### src/sv/tcdf_pkg.sv
`default_nettype none
// ----------------------------------------------------------------------------
// tcdf_pkg
// shared types and constants of the tabulated cdf time sampler
// ----------------------------------------------------------------------------
package tcdf_pkg;

    localparam int MAX_SLICES_DEF    = 64;
    localparam int MAX_TIME_BINS_DEF = 64;

    localparam int FUNC_W  = 2;
    localparam int IDX_W   = 6;
    localparam int CDF_W   = 17;
    localparam int TIME_W  = 16;
    localparam int DEPTH_W = 13;
    localparam int DRAW_W  = 16;
    localparam int CNT_W   = 7;
    localparam int RECIP_W = 16;
    localparam int CFG_IDX_W  = 2;
    localparam int CFG_DATA_W = 16;

    typedef enum logic [FUNC_W-1:0] {
        FUNC_WR_CDF  = 2'd0,
        FUNC_WR_TIME = 2'd1,
        FUNC_SAMPLE  = 2'd2,
        FUNC_LINE    = 2'd3
    } func_t;

    typedef enum logic [CFG_IDX_W-1:0] {
        REG_ACTIVE_SLICES = 2'd0,
        REG_ACTIVE_BINS   = 2'd1,
        REG_INV_SLICE_W   = 2'd2,
        REG_INV_LIGHT     = 2'd3
    } cfg_reg_t;

    localparam logic [CNT_W-1:0]   RST_ACTIVE_SLICES = 7'd64;
    localparam logic [CNT_W-1:0]   RST_ACTIVE_BINS   = 7'd64;
    localparam logic [RECIP_W-1:0] RST_INV_SLICE_W   = 16'd4096;
    localparam logic [RECIP_W-1:0] RST_INV_LIGHT     = 16'd1600;

    typedef struct packed {
        logic [CNT_W-1:0]   active_slices;
        logic [CNT_W-1:0]   active_time_bins;
        logic [RECIP_W-1:0] inv_slice_width;
        logic [RECIP_W-1:0] inv_light_speed;
    } cfg_t;

endpackage
`default_nettype wire

### src/sv/tcdf_if.sv
`default_nettype none


interface tcdf_cfg_if;
    logic                                valid;
    logic                                ready;
    logic [tcdf_pkg::CFG_IDX_W-1:0]      index;
    logic [tcdf_pkg::CFG_DATA_W-1:0]     data;
    modport source (output valid, index, data, input ready);
    modport sink (input valid, index, data, output ready);
endinterface
`default_nettype wire

### src/sv/tcdf_regs.sv
`default_nettype none
// ----------------------------------------------------------------------------
// tcdf_regs
// configuration register file
// ----------------------------------------------------------------------------
module tcdf_regs (
    input  wire logic       clk,
    input  wire logic       rst_n,
    tcdf_cfg_if.sink        cfg,
    output tcdf_pkg::cfg_t  regs
);
    tcdf_pkg::cfg_t regs_reg;

    assign cfg.ready = 1'b1;
    assign regs      = regs_reg;

    always_ff @(posedge clk or negedge rst_n)
    begin
        if (!rst_n)
        begin
            regs_reg.active_slices    <= tcdf_pkg::RST_ACTIVE_SLICES;
            regs_reg.active_time_bins <= tcdf_pkg::RST_ACTIVE_BINS;
            regs_reg.inv_slice_width  <= tcdf_pkg::RST_INV_SLICE_W;
            regs_reg.inv_light_speed  <= tcdf_pkg::RST_INV_LIGHT;
        end
        else if (cfg.valid)
        begin
            case (tcdf_pkg::cfg_reg_t'(cfg.index))
                tcdf_pkg::REG_ACTIVE_SLICES:
                    regs_reg.active_slices <= cfg.data[tcdf_pkg::CNT_W-1:0];
                tcdf_pkg::REG_ACTIVE_BINS:
                    regs_reg.active_time_bins <= cfg.data[tcdf_pkg::CNT_W-1:0];
                tcdf_pkg::REG_INV_SLICE_W:
                    regs_reg.inv_slice_width <= cfg.data;
                tcdf_pkg::REG_INV_LIGHT:
                    regs_reg.inv_light_speed <= cfg.data;
                default:
                    regs_reg <= regs_reg;
            endcase
        end
    end
endmodule
`default_nettype wire

### src/flat_wrapper.sv
// flat-port wrapper written by rule: the top's interface ports become plain ports
module tcdf_regs_flat 
  (clk, rst_n, regs, cfg_valid, cfg_index, cfg_data, cfg_ready);
  tcdf_cfg_if cfg_i ();
  input  wire logic clk;
  input  wire logic rst_n;
  output tcdf_pkg::cfg_t regs;
  input wire logic [$bits(cfg_i.valid)-1:0] cfg_valid;
  input wire logic [$bits(cfg_i.index)-1:0] cfg_index;
  input wire logic [$bits(cfg_i.data)-1:0] cfg_data;
  output wire logic [$bits(cfg_i.ready)-1:0] cfg_ready;
  assign cfg_i.valid = cfg_valid;
  assign cfg_i.index = cfg_index;
  assign cfg_i.data = cfg_data;
  assign cfg_ready = cfg_i.ready;
  tcdf_regs u_core (.clk(clk), .rst_n(rst_n), .cfg(cfg_i), .regs(regs));
endmodule
### config.mk
export PLATFORM = sky130hd
export DESIGN_NAME = tcdf_regs_flat
export DESIGN_NICKNAME = d
export VERILOG_FILES = /design/src/sv/tcdf_pkg.sv /design/src/sv/tcdf_if.sv /design/src/sv/tcdf_regs.sv /design/src/flat_wrapper.sv
export SDC_FILE = /design/constraint.sdc
export NUM_CORES = 1
export LEC_CHECK = 0
export ABC_AREA = 1
export BUFFER_PORTS_ARGS = -buffer_cell sky130_fd_sc_hd__buf_2
export CORE_AREA = 2 2 71 73
export DETAILED_ROUTE_END_ITERATION = 16
export DIE_AREA = 0 0 73 75
export HOLD_SLACK_MARGIN = 0.08
export PLACE_DENSITY_LB_ADDON = 0.08
export SLEW_MARGIN = 0
export SYNTH_ARGS = -nofsm -noshare
export SYNTH_HDL_FRONTEND = slang
export SYNTH_SLANG_ARGS = --single-unit
export TNS_END_PERCENT = 50
### constraint.sdc
create_clock -name clk -period 2.17 [get_ports clk]
set_input_delay 0.651 -clock clk [delete_from_list [all_inputs] [get_ports clk]]
set_output_delay 0.651 -clock clk [all_outputs]
set_load 0.05 [all_outputs]
==> impl_metrics.ini <==
[outcome]
outcome = completed

[synth]
synth_top_cell_area_share_pct = 52.2
syn_area_sq_mm = 0.00192
synth_top_family_by_area = simple AND/OR/NAND/NOR gates
synthSimpleGateAreaFrac_pct = 34.7
synth_area_leader_cell = dfrtp_1
synth_xor_area_share_pct = 0
yosysUniqueCellTypes = 13
ys_warn_count = 0
synthMuxAreaShare_pct = 0
ys_ff_latch = 46
synth_compound_area_share_pct = 0
synthAdderAreaFrac_pct = 0
synth_seq_area_share_pct = 60.4
netlist_top_cells_area = dfrtp_1 (52%), nand2_1 (18%), nand4_1 (13%), dfstp_2 (8.2%), nand3_1 (2.1%)
syn_avg_cell_area_sq_um = 9.22
synth_nets = 229
synthCells = 208

[grt]
grt_max_degree = 25
gr-usage-met3_pct = 5.09
grtUsageMet1_pct = 28.2
grt_util_all_layers_pct = 19.2
use_met2_pct = 27.7
grt_pass1_vias = 1530
grt_pass1_wl_microns = 7820
top_usage_layer = met1
grt.overflow.total = 0
antenna_found_initial = 0

[detailed_routing]
wl_per_cell_microns = 15.1
route.final.wire_length_microns = 4900
drtIter0Drc = 124
post-route-drc-count = 0
ant_nets = 0
via_count = 1687
first_pass_iters = 4
via_per_inst = 5.19

[timing]
setup-tns-final_ns = 0
clock.fmax_mhz = 575
postLayoutSetupSlackWorst_ns = 0.432
finalHoldViolations = 0
min_period_ns = 1.74
maxSlewHeadroom_pct = 62.8
hold_slack_ns = 0.337
rsz0062_at_grt = no
maxSlewViolCount = 0
finClkSkew_ns = 0
finalCritPeriodShare_pct = 80.1
setup_viol = 0
worst_slew_pin_slew_ns = 0.558

[placement]
place_ws_ns = 0.387
portBuffers = 66
gp_congestion = 0.734
hpwl_microns = 3440

[power]
vdd_drop_max_v = 0.000464
comb_power_share_pct = 35.9
swShare_pct = 42.7
p_leak_uw = 0.00132
p_per_area_mw_per_mm2 = 1040
power.switching_uw = 1050
seqPwrFrac_pct = 44.0
clkPwrFrac_pct = 20.1
power.internal_uw = 1410

[setup_path]
cp_num_buf_inv = 1
cp_max_fo = 2
cp_slowest_cell = dfstp_2
cp-end-kind = output port
crit_family = flip-flops
cp_cell_sequence = buf_2
rrSetupSlack_ns = 1.44
worstSetupPathType = flop to output port
critical_path_required_ns = 1.52
max_stage_delay_ns = 0.54
cp_data_arrival_time_ns = 1.09
start_kind = flop

[layout]
largest_register_ffs = 46
fin_nets = 292
drive_gt1_share_pct = 32.1
final_util_pct = 50.8
syn_to_final_growth_pct = 23.4
layout_commonest_cell = nand2_1
final_cell_mix = nand2_1 (93), buf_2 (66), dfrtp_1 (40)
num_antenna_cells = 0

[die]
core-area_sq_mm = 0.00466
die_h_microns = 75
die_area_sq_mm = 0.00548
ios = 68
initial_utilization_pct = 41.1
num_rows = 25
fp.dieW_microns = 73

[hold_path]
hp-class = input pin to asynchronous set/reset pin

[clock_network]
htreeDepth = 2
cts_buffers = 5
clk_pin_slew_ns = 0.08
post_cts_buffers = 0
clk_latency_ns = 0.30
cts-hold-fix-buffers = 0
cts-root-buf = clkbuf_8
cts_tree = built
cts_num_sinks = 46
clockBufferDepth = 2
cts_resized = 0

[flow_run]
maxCapViolations = 0
-- Yosys cell counts, drive strengths merged --
library cell  number
buf               10
clkbuf             6
conb               1
dfrtp             40
dfstp              6
inv                2
nand2             93
nand3             10
nand4             39
nor2               1
-- stage by stage --
step	instance area (sq um)	instances	power, uW
after floorplan	1920	208	1740
after global placement	2290	318	1970
after detailed placement	2290	318	1980
after CTS	2370	325	2460
after global routing	2370	325	2580
final	2370	325	2450
-- per-layer routing --
metal,up-vias,part of all wire (%)
li1,825,-
met3,9,4.3
met4,0,1.9
met5,-,0
met2,50,43
met1,803,51
-- layout make-up --
class,count,area [sq um]
clock buffers,7,76.3
flip-flops and latches,46,1160
well taps,54,67.6
multi-input cells,144,668
fillers,469,2290
inverters,2,7.51
repair buffers,72,388
-- path summary, 6_finish.rpt --
kind / cells past startpoint / end / start
max reg2reg: 2 / u_core.regs[10] / u_core.regs[10]
min reg2reg: 2 / u_core.regs[9] / u_core.regs[9]
min: 1 / u_core.regs[18] / rst_n
min in group clk: 2 / u_core.regs[9] / u_core.regs[9]
max in group asynchronous: 2 / u_core.regs[6] / rst_n
max: 1 / regs[10] / u_core.regs[10]
-- power groups by stage --
stage | logic, uW | clock network, uW | registers [uW]
floorplan | 163 | 0 | 1580
global placement | 877 | 0 | 1100
CTS | 887 | 497 | 1080
detailed placement | 886 | 0 | 1090
global route | 934 | 547 | 1100
finish | 880 | 493 | 1080
-- logic make-up (layout without fill, tap and decap cells) --
kind of cell           after synthesis  after routing
buffers and inverters               18             81
DFF                                 46             46
other                                1              1
and+or+nand+nor                    143            143
Note: power is estimated with default switching activity, not from simulation.
