==> src/sv/tcdf_pkg.sv <==
`default_nettype none
// ----------------------------------------------------------------------------
// tcdf_pkg
// shared types and constants of the tabulated cdf time sampler
// ----------------------------------------------------------------------------
package tcdf_pkg;

    localparam int MAX_SLICES_DEF    = 64;
    localparam int MAX_TIME_BINS_DEF = 64;

    localparam int FUNC_W  = 2;
    localparam int IDX_W   = 6;
    localparam int CDF_W   = 17;
    localparam int TIME_W  = 16;
    localparam int DEPTH_W = 13;
    localparam int DRAW_W  = 16;
    localparam int CNT_W   = 7;
    localparam int RECIP_W = 16;
    localparam int CFG_IDX_W  = 2;
    localparam int CFG_DATA_W = 16;

    typedef enum logic [FUNC_W-1:0] {
        FUNC_WR_CDF  = 2'd0,
        FUNC_WR_TIME = 2'd1,
        FUNC_SAMPLE  = 2'd2,
        FUNC_LINE    = 2'd3
    } func_t;

    typedef enum logic [CFG_IDX_W-1:0] {
        REG_ACTIVE_SLICES = 2'd0,
        REG_ACTIVE_BINS   = 2'd1,
        REG_INV_SLICE_W   = 2'd2,
        REG_INV_LIGHT     = 2'd3
    } cfg_reg_t;

    localparam logic [CNT_W-1:0]   RST_ACTIVE_SLICES = 7'd64;
    localparam logic [CNT_W-1:0]   RST_ACTIVE_BINS   = 7'd64;
    localparam logic [RECIP_W-1:0] RST_INV_SLICE_W   = 16'd4096;
    localparam logic [RECIP_W-1:0] RST_INV_LIGHT     = 16'd1600;

    typedef struct packed {
        logic [CNT_W-1:0]   active_slices;
        logic [CNT_W-1:0]   active_time_bins;
        logic [RECIP_W-1:0] inv_slice_width;
        logic [RECIP_W-1:0] inv_light_speed;
    } cfg_t;

endpackage
`default_nettype wire

==> src/sv/tcdf_front.sv <==
`default_nettype none
// ----------------------------------------------------------------------------
// tcdf_front
// depth multiply and slice / line time mapping, two register stages
// ----------------------------------------------------------------------------
module tcdf_front #(
    parameter int MAX_SLICES = tcdf_pkg::MAX_SLICES_DEF,
    parameter int SL_W       = 6
) (
    input  wire logic                             clk,
    input  wire logic                             rst_n,
    input  wire logic                             adv,
    input  wire logic                             in_v,
    input  wire logic [tcdf_pkg::FUNC_W-1:0]      in_func,
    input  wire logic signed [tcdf_pkg::DEPTH_W-1:0] in_depth,
    input  tcdf_pkg::cfg_t                        regs,
    output logic                                  out_v,
    output logic [tcdf_pkg::FUNC_W-1:0]           out_func,
    output logic [SL_W-1:0]                       out_slice,
    output logic signed [tcdf_pkg::TIME_W-1:0]    out_line,
    output logic                                  busy
);
    localparam int PW = tcdf_pkg::DEPTH_W + tcdf_pkg::RECIP_W + 2;
    localparam int QW = PW - 16;

    logic                                v1_reg;
    logic [tcdf_pkg::FUNC_W-1:0]         f1_reg;
    logic signed [PW-1:0]                ps_reg;
    logic signed [PW-1:0]                pl_reg;
    logic                                v2_reg;
    logic [tcdf_pkg::FUNC_W-1:0]         f2_reg;
    logic [SL_W-1:0]                     sl_reg;
    logic signed [tcdf_pkg::TIME_W-1:0]  ln_reg;
    logic signed [QW-1:0]                qs;
    logic signed [QW-1:0]                ql;
    logic [tcdf_pkg::CNT_W-1:0]          ns;
    logic [SL_W-1:0]                     sl_next;
    logic signed [tcdf_pkg::TIME_W-1:0]  ln_next;

    always_comb
    begin
        // arithmetic shift floors the Q16 product
        qs = QW'(ps_reg >>> 16);
        ql = QW'(pl_reg >>> 16);
        ns = regs.active_slices;
        if (ns == '0)
            ns = tcdf_pkg::CNT_W'(1);
        else if (32'(ns) > MAX_SLICES)
            ns = tcdf_pkg::CNT_W'(MAX_SLICES);
        if (qs <= 0)
            sl_next = '0;
        else if (qs > QW'(ns) - QW'(1))
            sl_next = SL_W'(ns - tcdf_pkg::CNT_W'(1));
        else
            sl_next = SL_W'(qs);
        if (int'(ql) > 32767)
            ln_next = 16'sh7fff;
        else if (int'(ql) < -32768)
            ln_next = -16'sh8000;
        else
            ln_next = tcdf_pkg::TIME_W'(ql);
    end

    always_ff @(posedge clk or negedge rst_n)
    begin
        if (!rst_n)
        begin
            v1_reg <= 1'b0;
            v2_reg <= 1'b0;
        end
        else if (adv)
        begin
            v1_reg <= in_v;
            v2_reg <= v1_reg;
        end
    end

    always_ff @(posedge clk)
    begin
        if (adv)
        begin
            f1_reg <= in_func;
            ps_reg <= PW'(in_depth) * $signed({2'b0, regs.inv_slice_width});
            pl_reg <= PW'(in_depth) * $signed({2'b0, regs.inv_light_speed});
            f2_reg <= f1_reg;
            sl_reg <= sl_next;
            ln_reg <= ln_next;
        end
    end

    assign out_v     = v2_reg;
    assign out_func  = f2_reg;
    assign out_slice = sl_reg;
    assign out_line  = ln_reg;
    assign busy      = v1_reg || v2_reg;
endmodule
`default_nettype wire

==> config.mk <==
export PLATFORM = sky130hd
export DESIGN_NAME = tcdf_front
export DESIGN_NICKNAME = d
export VERILOG_FILES = /design/src/sv/tcdf_pkg.sv /design/src/sv/tcdf_front.sv
export SDC_FILE = /design/constraint.sdc
export NUM_CORES = 1
export LEC_CHECK = 0
export BUFFER_PORTS_ARGS = -buffer_cell sky130_fd_sc_hd__buf_4
export CORE_ASPECT_RATIO = 1.4
export CORE_MARGIN = 2
export CORE_UTILIZATION = 60
export CTS_BUF_LIST = sky130_fd_sc_hd__clkbuf_4 sky130_fd_sc_hd__clkbuf_8 sky130_fd_sc_hd__clkbuf_16
export DETAILED_ROUTE_END_ITERATION = 8
export PLACE_DENSITY = 0.8
export SETUP_SLACK_MARGIN = 0.15
export SYNTH_ARGS = -nofsm -noshare
export SYNTH_HDL_FRONTEND = slang
export SYNTH_SLANG_ARGS = --single-unit
==> constraint.sdc <==
create_clock -name clk -period 4.6 [get_ports clk]
set_input_delay 0.46 -clock clk [delete_from_list [all_inputs] [get_ports clk]]
set_output_delay 0.46 -clock clk [all_outputs]
set_load 0.03 [all_outputs]
==> results.md, run 1 <==
- Syn. warnings: 0
- I/O pin count: 91
- Slew of the pin with the lowest slew margin: 0.7181 ns
- Die ar.: 0.02744 sq mm
- Rows: 70
- Clock transition at path regs: 0.08 ns
- Tightest Hold Check Type: in -> reg
- Clk root buf: clkbuf_16
- #FFs+latches synth: 55
- Final hold viol count: 0
- Maxcap violations: 0
- I/O Buffers: 83
- Crit Path Class: in -> reg
- Fin area: 0.01992 sq mm
- H-Tree Depth: 2
- Worst path slowest cell: fa_2
- Sequential fraction of the synthesis area: 10.48%
- Ordered list of cells on the worst path: buf_12, buf_6, and2_4, fa_1, inv_2, fa_1, inv_2, fa_1, fa_2, fa_2, ha_4, ha_4, and4_4, buf_4, nand2_1, o31ai_1, buf_4, o21ai_4, buf_6, nor2_4, a211oi_2
- Period utilization: 117.0%
- CP Max Fanout: 6
- Clock Latency Late Sink: 0.32 ns
- Post-route ant nets: 0
- Number of flops mapped to enable cells by yosys: 53
- Fmax: 0.1857 GHz
- Crit path DAT: 5.44 ns
- Fin cells: 2214
- CTS tree: yes
- Avg Cell Area, Syn: 9.561 sq um
- Post-route minimum period: 5.384 ns
- WL per Instance: 18.91 um
- CTS buffer count: 5
- Initial Util: 60.44%
- CP dominant cell by count: fa_1
- Vias in the first global route: 14362
- Fin. max-slew vios: 0
- Worst R2R Setup Slack: 2.32 ns
- Initial antenna violation count: 0
- Hold_ws: 0.3153 ns
- Failing checks: setup timing
- Synth unique cells: 60
- Slew HR: 52.12%
- Crit path required time: 4.66 ns
- DRC viols: 0
- Die height: 195.2 um
- Cells after Synth: 1639
- Final setup fails: 28
- Global placement routability congestion: 0.9179
- GRT overflow: 0
- Top FF cell, synth: edfxtp_1
- Routed WL: 41860 um
- Largest net degree at the start of global routing: 56
- Final Skew: 0.005147 ns
- Post-synth ARST share: 3.636%
- Worst stage delay on the critical path: 0.62 ns
- Status: finished with violations
- Global-route usage over all layers: 30.89%
- Share of layout cells above drive strength 1: 27.67%
- Filler cells: 1558
- Drt first pass iters: 5
- DP Wirelength: 31080 um
- Post-Syn Area: 0.01567 sq mm
- Final net count: 2471
- Core area: 0.02592 sq mm
- Dpl cell area: 0.01829 sq mm
- Vias per cell: 5.679
- Setup TNS: -17.43 ns
- Worst setup EP type: register
- Deepest clock path buffer count: 2
- Final setup margin: -0.7840 ns
- Die Wd: 140.6 um
- DRT iter0 DRCs: 730
- Global-route wire length before repair: 67560 um
- CTS sink count: 55
- Max FFs per register: 15
- Ant. Diodes: 0
- P&R area growth vs syn: 27.12%
- Placed Cells: 2162
- Vias: 12573
- Crit start category: primary input
- RSZ-0062 raised after global routing: yes
## final cells by class
| cell class | instances | area [sq um] | share of cell area [%] |
|---|---|---|---|
| clock buffers | 5 | 125.1 | 0.6281 |
| multi-input cells | 1203 | 13740 | 69.00 |
| flip-flops and latches | 55 | 1642 | 8.241 |
| inverters | 299 | 1122 | 5.634 |
| well taps | 324 | 405.4 | 2.035 |
| clock inverters | 3 | 31.28 | 0.1570 |
| repair buffers | 325 | 2850 | 14.31 |
## synthesized netlist by cell type (3+ instances only)
cell type | number | area share [%]
o31ai_1 | 3 | 0.14
nand4_1 | 10 | 0.40
a21o_1 | 21 | 1.0
edfxtp_1 | 53 | 10
mux2_2 | 3 | 0.22
nand2b_1 | 15 | 0.60
nor2_1 | 19 | 0.46
o21bai_1 | 4 | 0.19
ha_1 | 211 | 17
and2_1 | 178 | 7.1
a211oi_1 | 5 | 0.24
clkbuf_1 | 87 | 2.1
nand2_1 | 228 | 5.5
nand3_1 | 9 | 0.29
fa_1 | 306 | 39
and3_1 | 6 | 0.24
nor3_1 | 7 | 0.22
o21ai_0 | 17 | 0.54
xor2_1 | 12 | 0.67
or3_1 | 3 | 0.12
a21oi_1 | 38 | 1.2
xnor2_1 | 20 | 1.1
a31oi_1 | 5 | 0.20
nor2b_1 | 28 | 1.1
or2_2 | 4 | 0.16
inv_1 | 299 | 7.2
a311oi_1 | 3 | 0.17
nor4_1 | 5 | 0.20
## placed cells by master, fill, tap and decap left out, drive strengths merged, types with 9 or more instances in the layout
cell type	n
xor2	12
a21o	21
nand2b	15
nand2	228
inv	301
o21ai	19
xnor2	20
nor2b	28
nor2	19
fa	306
nand4	10
ha	211
buf	324
edfxtp	53
nand3	9
and2	178
a21oi	38
## final timing paths
check                            from      endpoint  cells past startpoint
min in group asynchronous       rst_n        v1_reg                      2
max                          regs[11]    pl_reg[29]                     21
min reg2reg                 f1_reg[1]   out_func[1]                      0
min                        in_func[1]     f1_reg[1]                      1
max reg2reg                ps_reg[17]  out_slice[4]                      9
max in group asynchronous       rst_n         out_v                      2
## stage by stage
step / worst slack, ns / utilization [%]
2_1_floorplan: -0.8716 / -
3_3_place_gp: -1.150 / 70.53
3_5_place_dp: -1.307 / 70.53
4_1_cts: -0.6960 / 75.06
5_1_grt: -0.9125 / 76.84
6_report: -0.7840 / 76.84
## worst max-delay path: cells and delay by family
family                   cells  cell delay [ns]
adder cells (fa/ha/maj)      7             3.24
buffers and inverters        7             0.81
AND/OR/NAND/NOR              4             0.50
AO/OA/AOI/OAI                3             0.44
## kinds of logic after synthesis
| logic type | after synthesis | share of synthesized area, % |
|---|---|---|
| and+or+nand+nor | 518 | 16.67 |
| DFF | 55 | 10.48 |
| muxes | 3 | 0.2156 |
| AOI/OAI and AO/OA | 126 | 5.589 |
| other | 1 | 0.02393 |
| buffers and inverters | 387 | 9.294 |
| adders and majority gates | 517 | 55.94 |
| xor gates and xnor gates | 32 | 1.789 |
## what timing repair did
action / 4_1_cts / 5_1_grt
buffers inserted: 29 / 13
hold buffers: 1 / 0
endpoints found under the hold margin: 2 / 0
cloned: 1 / 0
pin swaps: 84 / 67
gates resized for setup: 154 / 87
setup endpoints to repair: 28 / 28
## per-layer routing
layer / GRT usage, % / vias to the layer above / part of all wire, %
li1: - / 5570 / -
met1: 33.05 / 6274 / 34
met2: 58.75 / 516 / 54
met3: 3.973 / 213 / 5.4
met4: 16.15 / 0 / 5.8
met5: 0 / - / 0
Power of run 1 is left out: the tool's default activity adds up to more than one toggle a clock period on the data nets, which glitch-free logic cannot reach.
==> inputs of run 2 (changes only) <==
--- a/config.mk
+++ b/config.mk
@@ -5,13 +5,15 @@
 export SDC_FILE = /design/constraint.sdc
 export NUM_CORES = 1
 export LEC_CHECK = 0
+export ABC_AREA = 1
 export BUFFER_PORTS_ARGS = -buffer_cell sky130_fd_sc_hd__buf_4
 export CORE_ASPECT_RATIO = 1.4
 export CORE_MARGIN = 2
 export CORE_UTILIZATION = 60
 export CTS_BUF_LIST = sky130_fd_sc_hd__clkbuf_4 sky130_fd_sc_hd__clkbuf_8 sky130_fd_sc_hd__clkbuf_16
+export CTS_CLUSTER_SIZE = 20
 export DETAILED_ROUTE_END_ITERATION = 8
-export PLACE_DENSITY = 0.8
+export PLACE_DENSITY = 0.79
 export SETUP_SLACK_MARGIN = 0.15
 export SYNTH_ARGS = -nofsm -noshare
 export SYNTH_HDL_FRONTEND = slang
==> run 2 against run 1 <==
- the flow still finishes with violations (setup timing)
- clock-buffer cell count unchanged
- critical path depth shrank 1
- maximum frequency is 6.3% higher
- flip-flop and latch count unchanged
- critical path type unchanged
- sequential share of layout area shrank 0.41 points
- setup slack improved by 0.32 ns
- first-iteration DRC count rose by 52%
==> results.md, run 2 <==
- Status: finished with violations
- Failing checks: setup timing
- Crit path DAT: 5.13 ns (-0.31 ns)
- Fmax: 0.1974 GHz (+6.3%)
- Global placement routability congestion: 0.9044 (-1.5%)
- Fin. max-slew vios: 0 (unchanged)
- Top FF cell, synth: edfxtp_1
- Syn. warnings: 0 (unchanged)
- Hold Path Sink: f1_reg[0]
- Register-to-Register Path Depth: 8 (-1)
- Synth unique cells: 41 (-32%)
- Fin util: 75.81% (-1.0 points)
- Placed Cells: 2728 (+26%)
- Worst R2R Setup Slack: 2.58 ns (+0.26 ns)
- FF-to-FF End: out_slice[0]
- DR WL met2: 23610 um (+3.8%)
- Fin cells: 2751 (+24%)
- DRT iter0 DRCs: 1106 (+52%)
- Sequential fraction of the synthesis area: 9.744% (-0.73 points)
- Rows: 72 (+2.9%)
- Vias: 14861 (+18%)
- Clock transition at path regs: 0.08 ns (about the same)
- #FFs+latches synth: 55 (unchanged)
- P&R area growth vs syn: 24.44%
- Crit Path Class: in -> reg
- Xor/xnor share of the synthesized area: 0.7278% (-1.1 points)
- Core area: 0.02766 sq mm (+6.7%)
- Largest net degree at the start of global routing: 58 (+3.6%)
- Max FFs per register: 15 (unchanged)
- Global-route wire length before repair: 74290 um (+10%)
- Ant. Diodes: 0 (unchanged)
- Final Skew: 0.009062 ns (+0.003915 ns)
- I/O pin count: 91 (unchanged)
- Post-synth ARST share: 3.636% (unchanged)
- Avg Cell Area, Syn: 7.851 sq um (-18%)
- Slew HR: 49.91% (-2.2 points)
- Die Wd: 145.6 um (+3.6%)
- Vias in the first global route: 16034 (+12%)
- Initial Util: 60.92% (+0.47 points)
- Hold Path Depth: 1 (unchanged)
- Mux contribution to synthesized area: 0% (-0.22 points)
- Drt first pass iters: 8 (+3)
- Share of layout cells above drive strength 1: 23.90% (-3.8 points)
- Post-route minimum period: 5.066 ns (-0.3179 ns)
- Synth Area in Compound Gates: 3.543% (-2.0 points)
- Tightest Hold Check Type: in -> reg
- Routed WL: 46680 um (+12%)
- CTS sink count: 55 (unchanged)
- Post-synthesis simple-gate area fraction: 19.67% (+3.0 points)
- I/O Buffers: 83 (unchanged)
- Ordered list of cells on the worst path: buf_8, clkinvlp_4, buf_4, buf_6, buf_4, nor2_2, fa_1, fa_2, fa_2, fa_2, fa_1, ha_4, ha_4, buf_4, nand2_1, o21ai_1, a211oi_1, nand2_1, nand2_1, nand2_1
- CTS tree: yes
- CP Max Fanout: 6 (unchanged)
- Slew of the pin with the lowest slew margin: 0.7514 ns (+0.03325 ns)
- H-Tree Depth: 2 (unchanged)
- Die height: 202.3 um (+3.6%)
- Number of flops mapped to enable cells by yosys: 53 (unchanged)
- DP Wirelength: 36120 um (+16%)
- Maxcap violations: 0 (unchanged)
- Commonest non-fill, non-tap cell in the layout: nand2_1
- Synth top cells by count: nand2_1, inv_1, fa_1
- Most numerous cell in the Yosys netlist: nand2_1
- Crit path required time: 4.67 ns (about the same)
- CTS buffer count: 5 (unchanged)
- Worst path slowest cell: fa_1
- Final hold viol count: 0 (unchanged)
- Post-route ant nets: 0 (unchanged)
- Synth Area in Adders: 52.03% (-3.9 points)
- Final setup margin: -0.4661 ns (+0.3179 ns)
- Routed wire length on met3: 3447 um (+53%)
- RSZ-0062 raised after global routing: yes
- Worst stage delay on the critical path: 0.61 ns (about the same)
- Routed length on met1: 17640 um (+22%)
- Commonest cells after routing, fill and taps aside: nand2_1, inv_1, fa_1
- Worst setup EP type: register
- Period utilization: 110.1% (-6.9 points)
- Setup WS pre-CTS: -0.8624 ns (+0.4449 ns)
- Deepest clock path buffer count: 2 (unchanged)
- Top cells by area, synth: fa_1, ha_1, nand2_1
- Cells after Synth: 2146 (+31%)
- WL per Instance: 16.97 um (-10%)
- Die ar.: 0.02945 sq mm (+7.3%)
- CP dominant cell by count: nand2_1
- Clk root buf: clkbuf_16
- Leading area contributor after synthesis: fa_1
- Largest family of logic cells by synthesized area: adder cells
- HP Start: in_func[0]
- GRT overflow: 0 (unchanged)
- Clock Latency Late Sink: 0.31 ns (about the same)
- Setup TNS: -10.20 ns (+7.229 ns)
- Crit start category: primary input
- Top cell type's share of synthesized area: 36.36% (-2.7 points)
- DRC viols: 0 (unchanged)
- Global-route usage over all layers: 31.16% (+0.28 points)
- Post-Syn Area: 0.01685 sq mm (+7.5%)
- Final net count: 2962 (+20%)
- Initial antenna violation count: 0 (unchanged)
- Highest metal used: met4
- Reg2reg start: ps_reg[29]
- Final setup fails: 28 (unchanged)
- Vias per cell: 5.402 (-4.9%)
==> run 2: changes by cell type after synthesis, sizes merged, moves of 22 or more <==
cell	previous run	this run
a21oi	38	60
and2	178	0
inv	299	551
nand2	228	602
nand3	9	55
nor2	19	107
nor2b	28	0
==> run 2: how the worst max path moves through the flow <==
stage               slack (ns)    startpoint  depth (start not counted)    endpoint
floorplan                -0.50   in_depth[1]                         21  pl_reg[27]
global placement         -0.78  in_depth[12]                         19  pl_reg[27]
detailed placement       -0.86  in_depth[12]                         19  pl_reg[27]
CTS                      -0.41  in_depth[12]                         23  pl_reg[26]
global route             -0.59  in_depth[12]                         20  ps_reg[26]
finish                   -0.47  in_depth[12]                         20  ps_reg[26]
==> run 2: stage by stage <==
stage / area (sq um) / hold WS, ns
2_1_floorplan: 17050 / 0.1644
3_3_place_gp: 19460 / 0.2420
3_5_place_dp: 19460 / 0.2436
4_1_cts: 20340 / 0.3244
5_1_grt: 20970 / 0.3287
6_report: 20970 / 0.3276
==> run 2: layout make-up <==
class                           instances  area (sq um)
Inverter                              552          2076
Clock buffer                            5         125.1
Tap cell                              370         462.9
Multi-Input combinational cell       1458         14140
Fill cell                            1853          6691
Sequential cell                        55          1642
Timing Repair Buffer                  308          2504
Clock inverter                          3         20.02
==> run 2: what timing repair did <==
| item | 4_1_cts | 5_1_grt |
|---|---|---|
| endpoints found under the setup margin | 28 | 28 |
| pin swaps | 59 | 33 |
| resized for setup | 134 | 109 |
| endpoints found under the hold margin | 2 | 0 |
| hold buffers | 1 | 0 |
| setup buffers | 9 | 5 |
==> run 2: logic make-up (layout without fill, tap and decap cells) <==
kind of cell	count (synthesis)	after routing
AND/OR/NAND/NOR	811	811
buffers and inverters	639	868
adder cells (fa/ha/maj)	517	517
AO/OA/AOI/OAI	109	109
flip-flops	55	55
XOR/XNOR	14	14
other	1	7
==> run 2: per-layer routing <==
layer	vias to the layer above	GRT usage [%]
met5	-	0
met4	0	10.99
met2	717	55.89
met1	7205	38.77
met3	177	3.995
li1	6762	-
==> run 2: critical path, delay by kind of cell <==
kind	cells	cell delay, ns
simple gates	5	0.45
compound gates	2	0.45
buf+inv	6	0.85
fa+ha+maj	7	2.92
Power of run 2 is left out for the same reason.
